`src/rtl/lrupr_pkg.sv`:
```
package lrupr_pkg;

  localparam int SLOT_W    = 3;
  localparam int CFG_W     = 4;
  localparam int FAULT_W   = 32;
  localparam int CFG_RESET = 3;

  typedef logic [CFG_W-1:0]   cfg_frames_t;
  typedef logic [SLOT_W-1:0]  slot_out_t;
  typedef logic [FAULT_W-1:0] fault_cnt_t;

endpackage

```
`src/rtl/lrupr_ifs.sv`:
```
interface lrupr_in_if #(
  parameter int PAGE_BITS = 16
) ();
  logic                 valid;
  logic                 ready;
  logic [PAGE_BITS-1:0] page_number;

  modport source (output valid, output page_number, input ready);
  modport sink (input valid, input page_number, output ready);
endinterface

interface lrupr_out_if import lrupr_pkg::*; #(
  parameter int PAGE_BITS = 16
) ();
  logic                 valid;
  logic                 ready;
  logic                 hit;
  slot_out_t            slot_index;
  logic                 evicted_valid;
  logic [PAGE_BITS-1:0] evicted_page;
  fault_cnt_t           fault_total;

  modport source (output valid, output hit, output slot_index, output evicted_valid,
                  output evicted_page, output fault_total, input ready);
  modport sink (input valid, input hit, input slot_index, input evicted_valid,
                input evicted_page, input fault_total, output ready);
endinterface

interface lrupr_cfg_if import lrupr_pkg::*; ();
  logic        valid;
  logic        ready;
  cfg_frames_t frames_in_use;

  modport source (output valid, output frames_in_use, input ready);
  modport sink (input valid, input frames_in_use, output ready);
endinterface

```
`src/rtl/lru_page_replacement_core.sv`:
```
// Each item is accepted in IDLE and then passes through SCAN, UPDATE and DELIVER. SCAN
// checks the frames in order (up to the first hit, else all active frames, at most NUM_FRAMES);
// the frame scan reads the page RAM one frame a cycle. A new item is taken only in IDLE, once
// DELIVER has loaded the last result, which may still wait at the output register.
// Reset: synchronous, active low; all frames empty, ranks and fault count zero,
// frames_in_use 3. The page RAM is not cleared.
module lru_page_replacement_core import lrupr_pkg::*; #(
  parameter int NUM_FRAMES = 8,
  parameter int PAGE_BITS  = 16
) (
  input  logic          clk,
  input  logic          rst_n,
  lrupr_in_if.sink      in_chan,
  lrupr_out_if.source   out_chan,
  lrupr_cfg_if.sink     cfg_chan
);

  localparam int IDX_W = (NUM_FRAMES > 1) ? $clog2(NUM_FRAMES) : 1;

  localparam logic [1:0] S_IDLE    = 2'd0;
  localparam logic [1:0] S_SCAN    = 2'd1;
  localparam logic [1:0] S_UPDATE  = 2'd2;
  localparam logic [1:0] S_DELIVER = 2'd3;

  typedef logic [IDX_W-1:0]     idx_t;
  typedef logic [PAGE_BITS-1:0] page_t;

  logic [1:0]  state_r, state_nxt;
  cfg_frames_t cfg_frames_r;
  page_t       page_r, page_nxt;
  idx_t        last_r, last_nxt;
  idx_t        scan_r, scan_nxt;
  logic        hit_r, hit_nxt;
  idx_t        slot_r, slot_nxt;
  logic        empty_found_r, empty_found_nxt;
  idx_t        empty_idx_r, empty_idx_nxt;
  idx_t        vict_idx_r, vict_idx_nxt;
  idx_t        vict_rank_r, vict_rank_nxt;
  page_t       vict_page_r, vict_page_nxt;
  logic        evict_valid_r, evict_valid_nxt;
  page_t       evict_page_r, evict_page_nxt;
  logic [NUM_FRAMES-1:0] valid_r, valid_nxt;
  idx_t        rank_r [NUM_FRAMES];
  idx_t        rank_nxt [NUM_FRAMES];
  fault_cnt_t  miss_r, miss_nxt;

  logic        out_valid_r, out_valid_nxt;
  logic        out_hit_r, out_hit_nxt;
  slot_out_t   out_slot_r, out_slot_nxt;
  logic        out_ev_valid_r, out_ev_valid_nxt;
  page_t       out_ev_page_r, out_ev_page_nxt;
  fault_cnt_t  out_fault_r, out_fault_nxt;

  idx_t        last_idx;
  idx_t        upd_slot;
  idx_t        old_rank;
  logic        age_all;
  logic        match;
  logic        ram_we;
  idx_t        ram_raddr;
  page_t       ram_rdata;
  logic [31:0] slot_wide;

  lrupr_ram #(
    .WIDTH (PAGE_BITS),
    .DEPTH (NUM_FRAMES)
  ) u_page_ram (
    .clk   (clk),
    .we    (ram_we),
    .waddr (upd_slot),
    .wdata (page_r),
    .raddr (ram_raddr),
    .rdata (ram_rdata)
  );

  assign in_chan.ready  = (state_r == S_IDLE);
  assign cfg_chan.ready = 1'b1;

  assign out_chan.valid         = out_valid_r;
  assign out_chan.hit           = out_hit_r;
  assign out_chan.slot_index    = out_slot_r;
  assign out_chan.evicted_valid = out_ev_valid_r;
  assign out_chan.evicted_page  = out_ev_page_r;
  assign out_chan.fault_total   = out_fault_r;

  always_comb begin
    if (cfg_frames_r == '0) begin
      last_idx = '0;
    end else if (int'(cfg_frames_r) > NUM_FRAMES) begin
      last_idx = IDX_W'(NUM_FRAMES - 1);
    end else begin
      last_idx = IDX_W'(cfg_frames_r - CFG_W'(1));
    end
  end

  assign ram_raddr = (state_r == S_SCAN) ? scan_r + IDX_W'(1) : '0;
  assign match     = valid_r[scan_r] && (ram_rdata == page_r);

  always_comb begin
    if (hit_r) begin
      upd_slot = slot_r;
    end else if (empty_found_r) begin
      upd_slot = empty_idx_r;
    end else begin
      upd_slot = vict_idx_r;
    end
  end

  assign old_rank  = rank_r[upd_slot];
  assign age_all   = !hit_r && empty_found_r;
  assign ram_we    = (state_r == S_UPDATE) && !hit_r;
  assign slot_wide = 32'(slot_r);

  always_comb begin
    state_nxt       = state_r;
    page_nxt        = page_r;
    last_nxt        = last_r;
    scan_nxt        = scan_r;
    hit_nxt         = hit_r;
    slot_nxt        = slot_r;
    empty_found_nxt = empty_found_r;
    empty_idx_nxt   = empty_idx_r;
    vict_idx_nxt    = vict_idx_r;
    vict_rank_nxt   = vict_rank_r;
    vict_page_nxt   = vict_page_r;
    evict_valid_nxt = evict_valid_r;
    evict_page_nxt  = evict_page_r;
    valid_nxt       = valid_r;
    rank_nxt        = rank_r;
    miss_nxt        = miss_r;

    out_valid_nxt    = out_valid_r && !out_chan.ready;
    out_hit_nxt      = out_hit_r;
    out_slot_nxt     = out_slot_r;
    out_ev_valid_nxt = out_ev_valid_r;
    out_ev_page_nxt  = out_ev_page_r;
    out_fault_nxt    = out_fault_r;

    case (state_r)
      S_IDLE: begin
        if (in_chan.valid) begin
          page_nxt        = in_chan.page_number;
          last_nxt        = last_idx;
          scan_nxt        = '0;
          hit_nxt         = 1'b0;
          empty_found_nxt = 1'b0;
          vict_rank_nxt   = '0;
          vict_idx_nxt    = '0;
          state_nxt       = S_SCAN;
        end
      end
      S_SCAN: begin
        if (match) begin
          hit_nxt   = 1'b1;
          slot_nxt  = scan_r;
          state_nxt = S_UPDATE;
        end else begin
          if (!valid_r[scan_r] && !empty_found_r) begin
            empty_found_nxt = 1'b1;
            empty_idx_nxt   = scan_r;
          end
          if (rank_r[scan_r] >= vict_rank_r) begin
            vict_rank_nxt = rank_r[scan_r];
            vict_idx_nxt  = scan_r;
            vict_page_nxt = ram_rdata;
          end
          if (scan_r == last_r) begin
            state_nxt = S_UPDATE;
          end else begin
            scan_nxt = scan_r + IDX_W'(1);
          end
        end
      end
      S_UPDATE: begin
        for (int i = 0; i < NUM_FRAMES; i++) begin
          if ((IDX_W'(i) != upd_slot) && valid_r[i] && (age_all || (rank_r[i] < old_rank)))
          begin
            rank_nxt[i] = rank_r[i] + IDX_W'(1);
          end
        end
        rank_nxt[upd_slot]  = '0;
        valid_nxt[upd_slot] = 1'b1;
        slot_nxt            = upd_slot;
        evict_valid_nxt     = !hit_r && !empty_found_r;
        evict_page_nxt      = (!hit_r && !empty_found_r) ? vict_page_r : '0;
        if (!hit_r && (miss_r != '1)) begin
          miss_nxt = miss_r + FAULT_W'(1);
        end
        state_nxt = S_DELIVER;
      end
      S_DELIVER: begin
        if (!out_valid_r || out_chan.ready) begin
          out_valid_nxt    = 1'b1;
          out_hit_nxt      = hit_r;
          out_slot_nxt     = slot_wide[SLOT_W-1:0];
          out_ev_valid_nxt = evict_valid_r;
          out_ev_page_nxt  = evict_page_r;
          out_fault_nxt    = miss_r;
          state_nxt        = S_IDLE;
        end
      end
      default: begin
        state_nxt = S_IDLE;
      end
    endcase
  end

  always_ff @(posedge clk) begin
    if (!rst_n) begin
      state_r       <= S_IDLE;
      cfg_frames_r  <= CFG_W'(CFG_RESET);
      valid_r       <= '0;
      miss_r        <= '0;
      out_valid_r   <= 1'b0;
      hit_r         <= 1'b0;
      empty_found_r <= 1'b0;
      scan_r        <= '0;
      last_r        <= '0;
      for (int i = 0; i < NUM_FRAMES; i++) begin
        rank_r[i] <= '0;
      end
    end else begin
      state_r       <= state_nxt;
      if (cfg_chan.valid) begin
        cfg_frames_r <= cfg_chan.frames_in_use;
      end
      valid_r       <= valid_nxt;
      miss_r        <= miss_nxt;
      out_valid_r   <= out_valid_nxt;
      hit_r         <= hit_nxt;
      empty_found_r <= empty_found_nxt;
      scan_r        <= scan_nxt;
      last_r        <= last_nxt;
      rank_r        <= rank_nxt;
    end
  end

  always_ff @(posedge clk) begin
    page_r         <= page_nxt;
    slot_r         <= slot_nxt;
    empty_idx_r    <= empty_idx_nxt;
    vict_idx_r     <= vict_idx_nxt;
    vict_rank_r    <= vict_rank_nxt;
    vict_page_r    <= vict_page_nxt;
    evict_valid_r  <= evict_valid_nxt;
    evict_page_r   <= evict_page_nxt;
    out_hit_r      <= out_hit_nxt;
    out_slot_r     <= out_slot_nxt;
    out_ev_valid_r <= out_ev_valid_nxt;
    out_ev_page_r  <= out_ev_page_nxt;
    out_fault_r    <= out_fault_nxt;
  end

endmodule

```
`src/rtl/lrupr_ram.sv`:
```
module lrupr_ram #(
  parameter int WIDTH = 16,
  parameter int DEPTH = 8
) (
  input  logic                                    clk,
  input  logic                                    we,
  input  logic [((DEPTH > 1) ? $clog2(DEPTH) : 1)-1:0] waddr,
  input  logic [WIDTH-1:0]                        wdata,
  input  logic [((DEPTH > 1) ? $clog2(DEPTH) : 1)-1:0] raddr,
  output logic [WIDTH-1:0]                        rdata
);

  logic [WIDTH-1:0] mem [DEPTH];

  always_ff @(posedge clk) begin
    if (we) begin
      mem[waddr] <= wdata;
    end
    rdata <= mem[raddr];
  end

endmodule
```
`src/flat_wrapper.sv`:
```
// flat-port wrapper written by rule: the top's interface ports become plain ports
module lru_page_replacement_core_flat import lrupr_pkg::*;
#(
  parameter int NUM_FRAMES = 8,
  parameter int PAGE_BITS  = 16
)
  (clk, rst_n, in_chan_valid, in_chan_page_number, in_chan_ready, out_chan_valid, out_chan_hit, out_chan_slot_index, out_chan_evicted_valid, out_chan_evicted_page, out_chan_fault_total, out_chan_ready, cfg_chan_valid, cfg_chan_frames_in_use, cfg_chan_ready);
  lrupr_in_if #(.PAGE_BITS(PAGE_BITS)) in_chan_i ();
  lrupr_out_if #(.PAGE_BITS(PAGE_BITS)) out_chan_i ();
  lrupr_cfg_if cfg_chan_i ();
  input  logic clk;
  input  logic rst_n;
  input wire logic [$bits(in_chan_i.valid)-1:0] in_chan_valid;
  input wire logic [$bits(in_chan_i.page_number)-1:0] in_chan_page_number;
  output wire logic [$bits(in_chan_i.ready)-1:0] in_chan_ready;
  output wire logic [$bits(out_chan_i.valid)-1:0] out_chan_valid;
  output wire logic [$bits(out_chan_i.hit)-1:0] out_chan_hit;
  output wire logic [$bits(out_chan_i.slot_index)-1:0] out_chan_slot_index;
  output wire logic [$bits(out_chan_i.evicted_valid)-1:0] out_chan_evicted_valid;
  output wire logic [$bits(out_chan_i.evicted_page)-1:0] out_chan_evicted_page;
  output wire logic [$bits(out_chan_i.fault_total)-1:0] out_chan_fault_total;
  input wire logic [$bits(out_chan_i.ready)-1:0] out_chan_ready;
  input wire logic [$bits(cfg_chan_i.valid)-1:0] cfg_chan_valid;
  input wire logic [$bits(cfg_chan_i.frames_in_use)-1:0] cfg_chan_frames_in_use;
  output wire logic [$bits(cfg_chan_i.ready)-1:0] cfg_chan_ready;
  assign in_chan_i.valid = in_chan_valid;
  assign in_chan_i.page_number = in_chan_page_number;
  assign in_chan_ready = in_chan_i.ready;
  assign out_chan_valid = out_chan_i.valid;
  assign out_chan_hit = out_chan_i.hit;
  assign out_chan_slot_index = out_chan_i.slot_index;
  assign out_chan_evicted_valid = out_chan_i.evicted_valid;
  assign out_chan_evicted_page = out_chan_i.evicted_page;
  assign out_chan_fault_total = out_chan_i.fault_total;
  assign out_chan_i.ready = out_chan_ready;
  assign cfg_chan_i.valid = cfg_chan_valid;
  assign cfg_chan_i.frames_in_use = cfg_chan_frames_in_use;
  assign cfg_chan_ready = cfg_chan_i.ready;
  lru_page_replacement_core #(.NUM_FRAMES(NUM_FRAMES), .PAGE_BITS(PAGE_BITS)) u_core (.clk(clk), .rst_n(rst_n), .in_chan(in_chan_i), .out_chan(out_chan_i), .cfg_chan(cfg_chan_i));
endmodule
```
`config.mk`:
```
export PLATFORM = sky130hd
export DESIGN_NAME = lru_page_replacement_core_flat
export DESIGN_NICKNAME = d
export VERILOG_FILES = /design/src/rtl/lrupr_pkg.sv /design/src/rtl/lrupr_ifs.sv /design/src/rtl/lru_page_replacement_core.sv /design/src/rtl/lrupr_ram.sv /design/src/flat_wrapper.sv
export SDC_FILE = /design/constraint.sdc
export NUM_CORES = 1
export LEC_CHECK = 0
export ABC_AREA = 1
export BUFFER_PORTS_ARGS = -buffer_cell sky130_fd_sc_hd__buf_2
export CELL_PAD_IN_SITES_DETAIL_PLACEMENT = 0
export CELL_PAD_IN_SITES_GLOBAL_PLACEMENT = 1
export CORE_MARGIN = 1.5
export CORE_UTILIZATION = 44
export DETAILED_ROUTE_END_ITERATION = 8
export GPL_TIMING_DRIVEN = 0
export PLACE_DENSITY = 0.84
export SKIP_CTS_REPAIR_TIMING = 1
export SYNTH_ARGS = -nofsm -noshare
export SYNTH_HDL_FRONTEND = slang
export SYNTH_SLANG_ARGS = --single-unit
export TNS_END_PERCENT = 30
```
`constraint.sdc`:
```
create_clock -name clk -period 3.65 [get_ports clk]
set_input_delay 0.1825 -clock clk [delete_from_list [all_inputs] [get_ports clk]]
set_output_delay 0.1825 -clock clk [all_outputs]
set_load 0.03 [all_outputs]
```
==> metrics.txt, run 1 <==
gr ovfl total 0; mux contribution to synthesized area 0; Antenna Nets Post-Route 0; number of synthesized flops with an enable pin 242; vias in the first global route between 9,000 and 10,000; flops & latches, synth around 340; total power roughly 13 mW; vias per inst ~5.2; setup slack, reg-to-reg 330 ps; Period Utilization, post-route 0.910; Routed WL approximately 34,000 microns; f_max 301 MHz; DRC viols 0; Synth async-reset ratio 0; Ports a little over 80; worst hold margin -14.9 ps; gr busiest metal met2; die area ~34,000 sq um; Initial DRT Pass Iterations 5; max_cap viols 0; max_slew headroom 0.345; num rows 65; initial detailed-routing violation count between 700 and 800; DP Area around 15,000 sq um; Synth Flop Type edfxtp_1; top-count cell post-synth edfxtp_1; ranking of synthesized cells by area edfxtp_1, dfxtp_1, nor2_1; RSZ-0062 raised after global routing false; Synth top area share 0.506; Clock transition at path regs around 60 ps; largest family of logic cells by synthesized area simple AND/OR/NAND/NOR gates; Worst Skew about 19 ps; Mapped Cells between 1,000 and 1,500; final setup TNS 0 ps; finished layout cell area about 17,000 sq um; Core Region ~32,000 sq um; Final Max Tran Viols 0; Initial Util 0.451; # diodes 0; Final Hold Viols 2; layout cells sized above 1 0.128; CP Max Fanout 10; Worst Max-Slew Pin Slew between 900 and 1000 ps; fin crit period approximately 3300 ps; CP peak stage delay between 500 and 600 ps; status complete, but fails checks; CTS Buf Count 37; Area growth syn-to-layout 17.5%; I/O Buffers 78; Synth Cell Area 14,300 sq um; H-tree Lvls 2; Die Y 184 microns; Synth cell types between 50 and 60; CP Class register to register; final setup fails 0; Syn Area/Cell 10.5 sq um; failing checks negative hold slack; met2 usage 0.333; Setup crit start kind register; antenna violations before repair 0; Total GRT Usage 0.204; DP HPWL 23,700 microns; worst-path cell chain clkbuf_2, clkbuf_1, o21ai_0, nand3_1, nand2_1, ha_1, inv_1, nand2_1, a21oi_1, nor2_1, o21ai_0, o21ai_1; DIE WIDTH approximately 180 microns; register area share after synthesis 0.639; grt met1 use 0.280; Req. time, crit path just under 4000 ps; largest net degree at the start of global routing 25; Core Util, Final 0.530; reg2reg path depth 12; crit end category register; clock sink count roughly 340; Post-synth top cells edfxtp_1, nor2_1, nand2_1; CP max stage cell dfxtp_1; Syn Nets ~1,400; routed len/inst approximately 17 microns; CTS Buffer Depth 3; leakage 6.29 nW; Post-Synth Adder-Cell Area 0.0227; Hold Path Depth 2; via count 10,300; fillers about 2,800; YS warnings 0; NumNets Final 1,561; Synth area leader edfxtp_1; Peak VDD IR about 0.33 mV; Root Buffer clkbuf_16; post-synthesis compound-gate area fraction 0.0946; met3 usage 0.0335; XOR/XNOR Fraction of Synth Area 0.0140; GP Congestion roughly 0.9; power density over the cells 799 nW/um^2; first-pass GRT wire length between 50,000 and 60,000 microns; CTS tree done; Worst Path Arrival 3520 ps; Hold Path Class input pin to register; post-synthesis simple-gate area fraction 0.172; worst skew pair latency roughly 530 ps
==> kinds of logic (layout without fill, tap and decap cells) <==
family | count (synthesis) | after routing
simple gates | 557 | 557
flops | 337 | 337
compound gates | 212 | 212
buf+inv | 211 | 383
fa+ha+maj | 26 | 26
xor+xnor | 23 | 23
other cells | 1 | 1
==> sequential cells by signal (all words and copies together) (netlist names), 2 cells and up <==
register / cells
u_core.cfg_frames_r: 4
u_core.empty_idx_r: 3
u_core.evict_page_r: 16
u_core.last_r: 3
u_core.miss_r: 32
u_core.out_chan.evicted_page: 16
u_core.out_chan.fault_total: 32
u_core.out_chan.slot_index: 3
u_core.page_r: 16
u_core.rank_r: 24
u_core.scan_r: 3
u_core.slot_r: 3
u_core.state_r: 2
u_core.u_page_ram.mem: 128
u_core.u_page_ram.rdata: 16
u_core.valid_r: 8
u_core.vict_idx_r: 3
u_core.vict_page_r: 16
u_core.vict_rank_r: 3
==> cells in the final DEF (no fill, tap or decap), types with 34 or more instances in the layout <==
cell       netlist  layout
a21oi_1         63      62
inv_1          157     157
clkbuf_1        33      40
nand3_1         66      66
dfxtp_1         95      95
nor3_1          34      34
clkbuf_16        0      38
nor2_1         218     212
buf_2            7      85
nand2_1        179     179
edfxtp_1       242     242
o21ai_0         53      52
==> power by group <==
group | internal, mW | total [mW] | switching [mW]
Combinational | 1.30 | 4.39 | 3.08
Clock | 2.23 | 3.75 | 1.52
Sequential | 4.94 | 5.32 | 0.380
==> worst max-delay path: cells and delay by family (launching register included) <==
| kind | cells | cell delay, ps |
|---|---|---|
| AO/OA/AOI/OAI | 4 | 1010 |
| adder cells (fa/ha/maj) | 1 | 290 |
| flip-flops | 1 | 590 |
| buffers and inverters | 3 | 780 |
| AND/OR/NAND/NOR | 4 | 320 |
==> per-stage QoR <==
stage | setup slack, ps | cells
6_report | 327 | 1974
5_1_grt | 40.2 | 1974
4_1_cts | -177 | 1954
3_5_place_dp | -120 | 1886
3_3_place_gp | -973 | 1880
2_1_floorplan | 33.6 | 1367
==> per-layer routing <==
metal  part of all wire  up-vias
li1                   -     5026
met5                  0        -
met2               0.46      365
met1               0.44     4851
met4              0.023        0
met3              0.070       63
==> path summary, 6_finish.rpt <==
| check | from | end |
|---|---|---|
| max reg2reg | u_core.scan_r[0]$_SDFFE_PN0P_ | u_core.vict_idx_r[2]$_SDFFCE_PN0P_ |
| min | cfg_chan_valid | u_core.cfg_frames_r[1]$_SDFFE_PN1P_ |
| max | u_core.scan_r[0]$_SDFFE_PN0P_ | u_core.vict_idx_r[2]$_SDFFCE_PN0P_ |
| min reg2reg | u_core.evict_page_r[8]$_SDFFCE_PN0P_ | u_core.out_chan.evicted_page[8]$_DFFE_PP_ |
==> cell type report <==
class,count,area (sq um),area share
timing repair buffer,105,697,0.0413
clock buffer,51,1040,0.0617
clock inverter,17,199,0.0118
inverter,166,632,0.0375
sequential,337,9170,0.544
tap,435,544,0.0323
multi-input combinational,819,4390,0.260
buffer,44,190,0.0113
Note: power is estimated with default switching activity, not from simulation.
==> inputs of run 2 (changes only) <==
clock period = 3 ns   (was 3.65 ns; I/O delays follow)
==> run 2 against run 1 <==
  * The run still ends with negative hold slack left
  * Combinational power is 25% higher
  * Clock power rose by 16%
  * Clock skew increased by 1.8 ps
  * Die area is the same
  * Critical endpoint is now u_core.vict_rank_r[0]$_SDFFCE_PN0P_
  * Highest routed layer unchanged
==> metrics.txt, run 2 (same netlist as run 1, synthesis figures left out) <==
num rows 65 (unchanged); crit end category register; initial detailed-routing violation count 871 (+13%); Setup crit start kind register; fillers 2,736 (-0.62%); Core Region 31,800 sq um (unchanged); crit path launch u_core.scan_r[0]$_SDFFE_PN0P_; Initial Util 0.451 (unchanged); CP Max Fanout 10 (unchanged); DP HPWL 23,700 microns (-0.17%); vias in the first global route 9,567 (-2.1%); failing checks negative hold slack; placed insts 1,885 (-0.053%); Worst Hold Endpoint u_core.out_chan.valid$_SDFF_PN0_; via count 10,200 (-0.71%); Initial DRT Pass Iterations 5 (unchanged); gr ovfl total 0 (unchanged); Ports 81 (unchanged); clock sink count 337 (unchanged); worst hold start out_chan_ready; Routed WL 33,800 microns (about the same); first-pass GRT wire length 52,500 microns (-1.1%); # diodes 0 (unchanged); CTS Buffer Depth 3 (unchanged); Total GRT Usage 0.202 (-0.00214); H-tree Lvls 2 (unchanged); power density over the cells 966 nW/um^2 (+21%); Largest register FFs 128 (unchanged); Peak VDD IR 0.499 mV (+50%); die area 33,700 sq um (unchanged); worst hold margin -6.33 ps (+8.56 ps); Area growth syn-to-layout 17.8%; vias per inst 5.18 (-0.76%); Req. time, crit path 3160 ps (-690 ps); Final Hold Viols 1 (-1); RSZ-0062 raised after global routing true; Layout Cells excl Fill 1,975 (+0.051%); fin crit period 2880 ps (-439 ps); Worst Path Arrival 3050 ps (-470 ps); most common cell after layout, fill and taps aside edfxtp_1; Multi-input gate area 4440 sq um (+1.3%); routed len/inst 17.1 microns (about the same); max_cap viols 0 (unchanged); DRC viols 0 (unchanged); R2R Path End u_core.vict_rank_r[0]$_SDFFCE_PN0P_; largest net degree at the start of global routing 22 (-12%); Clock transition at path regs 60 ps (about the same); max_slew headroom 0.341 (-0.00433); worst skew pair latency 520 ps (about the same); FF-to-FF Start u_core.scan_r[0]$_SDFFE_PN0P_; status complete, but fails checks; f_max 347 MHz (+15%); Most flops, register u_core.u_page_ram.mem; I/O Buffers 78 (unchanged); total power 16.3 mW (+21%); DIE WIDTH 184 microns (unchanged); Worst Skew 20.8 ps (+1.81 ps); Root Buffer clkbuf_16; NumNets Final 1,564 (+0.19%); Final Max Tran Viols 0 (unchanged); Hold Path Class input pin to register; Sequential Area 9170 sq um (about the same); Period Utilization, post-route 0.962 (+0.0511); Die Y 184 microns (unchanged); Worst Max-Slew Pin Slew 988 ps (+6.49 ps); antenna violations before repair 0 (unchanged); setup slack, reg-to-reg 120 ps (-210 ps); Antenna Nets Post-Route 0 (unchanged); CTS Buf Count 35 (-5.4%); reg2reg path depth 12 (unchanged); layout cells sized above 1 0.135 (+0.00706); final setup fails 0 (unchanged); GP Congestion 0.929 (+2.2%); CTS tree done; Hold Path Depth 4 (+2); commonest cells after routing, fill and taps aside edfxtp_1, nor2_1, nand2_1; leakage 6.30 nW (+0.16%); CP Class register to register
## run 2: final cells by class
class                   count  area share
plain buffers              44      0.0114
clock buffers              50      0.0588
clock inverters            14     0.00962
inverters                 166      0.0377
multi-input cells         819       0.263
flip-flops and latches    337       0.543
well taps                 435      0.0322
repair buffers            110      0.0449
## run 2: worst max path at each step
stage | cells past startpoint | endpoint
CTS | 12 | u_core.vict_page_r[0]$_DFFE_PP_
global route | 18 | u_core.rank_r[14]$_SDFFE_PN0P_
floorplan | 12 | u_core.vict_page_r[0]$_DFFE_PP_
finish | 12 | u_core.vict_rank_r[0]$_SDFFCE_PN0P_
detailed placement | 12 | u_core.vict_page_r[8]$_DFFE_PP_
global placement | 7 | u_core.u_page_ram.mem[2][10]$_DFFE_PP_
## run 2: where the power goes
| part | internal, mW | leakage [nW] | switching [mW] |
|---|---|---|---|
| registers | 6.01 | 2.99 | 0.470 |
| logic | 1.70 | 2.75 | 3.79 |
| clock network | 2.58 | 0.561 | 1.77 |
| total | 10.3 | 6.30 | 6.03 |
## run 2: critical path: stages, from the launching register on
cell and delay, ps:
dfxtp_2 390, inv_2 180, clkbuf_1 430, o21ai_0 250, nand3_1 110, nand2_1 80
ha_1 280, inv_1 30, nand2_1 50, a21oi_1 60, nor2_1 120, o21ai_1 150
o21ai_2 380
## run 2: stage by stage
| step | util | worst slack [ps] | area (sq um) | setup TNS (ps) |
|---|---|---|---|---|
| finish | 0.532 | 115 | 16900 | 0 |
| global route | 0.532 | -32.6 | 16900 | -139 |
| CTS | 0.521 | -787 | 16600 | -98340 |
| detailed placement | 0.484 | -754 | 15400 | -95230 |
| global placement | 0.481 | -1020 | 15300 | -148470 |
| floorplan | - | 121 | 14400 | 0 |
## run 2: routing by layer
metal,wire length [microns],vias to the layer above,part of all wire,GRT usage
li1,-,5030,-,-
met4,702,0,0.021,0.0554
met2,15700,337,0.47,0.327
met5,0,-,0,0
met3,2280,49,0.067,0.0317
met1,15100,4816,0.45,0.282
==> inputs of run 3 (changes only) <==
CORE_UTILIZATION = 43   (was 44)
SYNTH_HIERARCHICAL = 1   (was not set)
==> run 3 against run 2 <==
  * The flow still finishes with violations (negative hold slack)
  * Maximum frequency is 0.16% lower
  * Register-to-register slack about the same
  * Non-clock buffer count increased by 1
  * Sequential cell count did not move
  * Cell count grew 14%
  * Utilization is 1.9 points lower
  * Clock-buffer cell count down 2
  * Critical endpoint is now u_core/rank_r[17]$_SDFFE_PN0P_
  * Largest power group unchanged
==> metrics.txt, run 3 <==
status complete, but fails checks; failing checks negative hold slack; largest family of logic cells by synthesized area simple AND/OR/NAND/NOR gates; final setup fails 0 (unchanged); Antenna Nets Post-Route 0 (unchanged); worst-path cell chain nor2_4, nand2_2, nand3_4, buf_8, nor2_1, inv_1, o22ai_1, o21ai_2, nand2_4, ha_1, nand2_1, inv_1, nand2_1, nand2_1, nand2_2, nand4_1, o21bai_1, nor2_1; CP Class register to register; Setup crit start kind register; Peak VDD IR 0.470 mV (-5.8%); worst skew pair latency 530 ps (about the same); NumNets Final 1,823 (+17%); fin crit period 2890 ps (+4.55 ps); num rows 68 (+4.6%); Core Util, Final 0.512 (-0.0194); Hold Path Depth 4 (unchanged); Final Max Tran Viols 0 (unchanged); Area growth syn-to-layout 16.7%; CTS Buffer Depth 3 (unchanged); Req. time, crit path 3410 ps (+250 ps); Synth top area share 0.478 (-0.0284); max_slew headroom 0.360 (+0.0190); XOR/XNOR Fraction of Synth Area 0.0184 (+0.00440); pre-CTS setup slack -1180 ps (-431 ps); CP max stage cell dfxtp_2; Root Buffer clkbuf_16; die area 36,500 sq um (+8.3%); cell mode on critical path nand2_1; ranking of synthesized cells by area edfxtp_1, dfxtp_1, nand2_1; finished layout cell area 17,700 sq um (+4.9%); flops & latches, synth 337 (unchanged); Initial Util 0.439 (-0.0123); Initial DRT Pass Iterations 5 (unchanged); mux contribution to synthesized area 0 (unchanged); Total GRT Usage 0.197 (-0.00482); H-tree Lvls 2 (unchanged); Synth Flop Type edfxtp_1; vias per inst 4.99 (-3.7%); Top Family by Delay on Critical Path simple AND/OR/NAND/NOR gates; commonest cells after routing, fill and taps aside nand2_1, inv_1, edfxtp_1; clock sink count 337 (unchanged); initial detailed-routing violation count 914 (+4.9%); vias in the first global route 10,400 (+8.5%); I/O Buffers 78 (unchanged); post-synthesis compound-gate area fraction 0.0552 (-0.0394); most common cell after layout, fill and taps aside nand2_1; switch share 0.384 (+0.0149); Most flops, register u_core/u_page_ram/mem; max_cap viols 0 (unchanged); GP Congestion 0.909 (-2.2%); DP HPWL 24,900 microns (+5.4%); DIE WIDTH 191 microns (+4.1%); Worst Skew 19.0 ps (-1.81 ps); Worst Max-Slew Pin Slew 958 ps (-29.6 ps); via count 11,200 (+9.9%); share of power burned in registers 0.390 (-0.007); Routed WL 35,800 microns (+5.9%); Hold Path Class input pin to register; CP peak stage delay 380 ps (-50 ps); Worst Hold Endpoint u_core/out_chan.valid$_SDFF_PN0_; top-count cell post-synth nand2_1; Clock transition at path regs 60 ps (about the same); placed insts 2,162 (+15%); combinational share of power 0.359 (+0.023); Syn Nets 1,678 (+18%); Final Hold Viols 2 (+1); reg2reg path depth 18 (+6); f_max 346 MHz (-0.16%); YS warnings 6 (+6); gr ovfl total 0 (unchanged); Die Y 191 microns (+4.1%); Largest register FFs 128 (unchanged); clock network fraction of design power 0.251 (-0.015); DRC viols 0 (unchanged); Net Switching 6.38 mW (+5.8%); Synth async-reset ratio 0 (unchanged); Synth Cell Area 15,200 sq um (+5.9%); FF-to-FF Start u_core/empty_found_r$_SDFFE_PN0P_; Mapped Cells 1,627 (+19%); CTS tree done; R2R Path End u_core/rank_r[17]$_SDFFE_PN0P_; largest net degree at the start of global routing 28 (+27%); CP Max Fanout 11 (+1); DP Area 16,200 sq um (+5.4%); Synth area leader edfxtp_1; crit end category register; setup slack, reg-to-reg 110 ps (about the same); Period Utilization, post-route 0.963 (+0.00152); post-synthesis simple-gate area fraction 0.210 (+0.0384); layout cells sized above 1 0.125 (-0.0106); Syn Area/Cell 9.34 sq um (-11%); Internal 10.2 mW (-0.72%); register area share after synthesis 0.603 (-0.0358); worst hold margin -12.0 ps (-5.68 ps); final setup TNS 0 ps (unchanged); Post-synth top cells nand2_1, inv_1, edfxtp_1; first-pass GRT wire length 55,600 microns (+5.8%); Ports 81 (unchanged); Post-Synth Adder-Cell Area 0.0214 (-0.00127); worst hold start out_chan_ready; CP bufs+invs 3 (unchanged); leakage 7.44 nW (+18%); routed len/inst 15.9 microns (-7.2%); Synth cell types 46 (-9.8%); CTS Buf Count 36 (+2.9%); power density over the cells 936 nW/um^2 (-3.1%); number of synthesized flops with an enable pin 242 (unchanged); fin worst setup slack 111 ps (-4.55 ps); Layout Cells excl Fill 2,254 (+14%); Worst Path Arrival 3300 ps (+250 ps); antenna violations before repair 0 (unchanged); Core Region 34,600 sq um (+8.9%); # diodes 0 (unchanged); RSZ-0062 raised after global routing true
==> run 3: cell types whose count changed after synthesis, sizes merged, moves of 18 or more <==
cell,before,now
nand2,191,425
inv,161,289
nor2,221,110
nand3,76,143
o221ai,32,0
buf,12,30
==> run 3: layer usage <==
| layer | vias up | global-route usage | wire length [microns] |
|---|---|---|---|
| met3 | 66 | 0.0327 | 2540 |
| met5 | - | 0 | 0 |
| li1 | 5557 | - | - |
| met1 | 5243 | 0.275 | 16200 |
| met2 | 375 | 0.311 | 16000 |
| met4 | 0 | 0.0687 | 1020 |
==> run 3: through the flow <==
step / hold slack [ps] / total power, mW
floorplan: 249 / 10.5
global placement: 327 / 12.1
detailed placement: 328 / 12.2
CTS: -236 / 16.4
global route: 14.8 / 17.6
finish: -12.0 / 16.6
==> run 3: worst max path at each step <==
stage	start	to	slack, ps	cells past startpoint
after CTS	u_core/state_r[0]$_SDFFE_PN0P_	u_core/u_page_ram/mem[3][14]$_DFFE_PP_	-1190	7
after floorplan	u_core/scan_r[0]$_SDFFE_PN0P_	u_core/vict_page_r[0]$_DFFE_PP_	110	12
after detailed placement	u_core/state_r[0]$_SDFFE_PN0P_	u_core/u_page_ram/mem[3][12]$_DFFE_PP_	-1180	7
after global placement	u_core/state_r[0]$_SDFFE_PN0P_	u_core/u_page_ram/mem[1][7]$_DFFE_PP_	-1190	7
final	u_core/empty_found_r$_SDFFE_PN0P_	u_core/rank_r[17]$_SDFFE_PN0P_	110	18
after global routing	u_core/hit_r$_SDFFE_PN0P_	u_core/rank_r[17]$_SDFFE_PN0P_	-110	17
==> run 3: cell families after synthesis <==
logic type,after synthesis
AND/OR/NAND/NOR,735
buffers and inverters,341
flip-flops,337
AO/OA/AOI/OAI,155
XOR/XNOR,32
adder cells (fa/ha/maj),26
other,1
==> run 3: worst register-to-register path, delay by kind of cell (launching register included) <==
| kind | cells | cell delay (ps) |
|---|---|---|
| fa+ha+maj | 1 | 300 |
| simple gates | 11 | 1190 |
| compound gates | 3 | 520 |
| buf+inv | 3 | 380 |
| flops | 1 | 380 |
==> run 3: cell type report <==
| cell class | instances | area [sq um] |
|---|---|---|
| fillers | 3138 | 16900 |
| flip-flops and latches | 337 | 9170 |
| multi-input cells | 949 | 4770 |
| inverters | 293 | 1110 |
| clock buffers | 48 | 1010 |
| repair buffers | 108 | 704 |
| well taps | 455 | 569 |
| plain buffers | 47 | 280 |
| clock inverters | 17 | 119 |
==> run 3: power by group through the flow <==
stage                     clock (mW)  combinational (mW)  sequential [mW]
final                           4.16                5.96             6.48
after detailed placement           0                5.61             6.58
after CTS                       4.28                5.64             6.48
after floorplan                    0                3.87             6.58
after global routing            4.45                6.63             6.56
after global placement             0                5.50             6.55
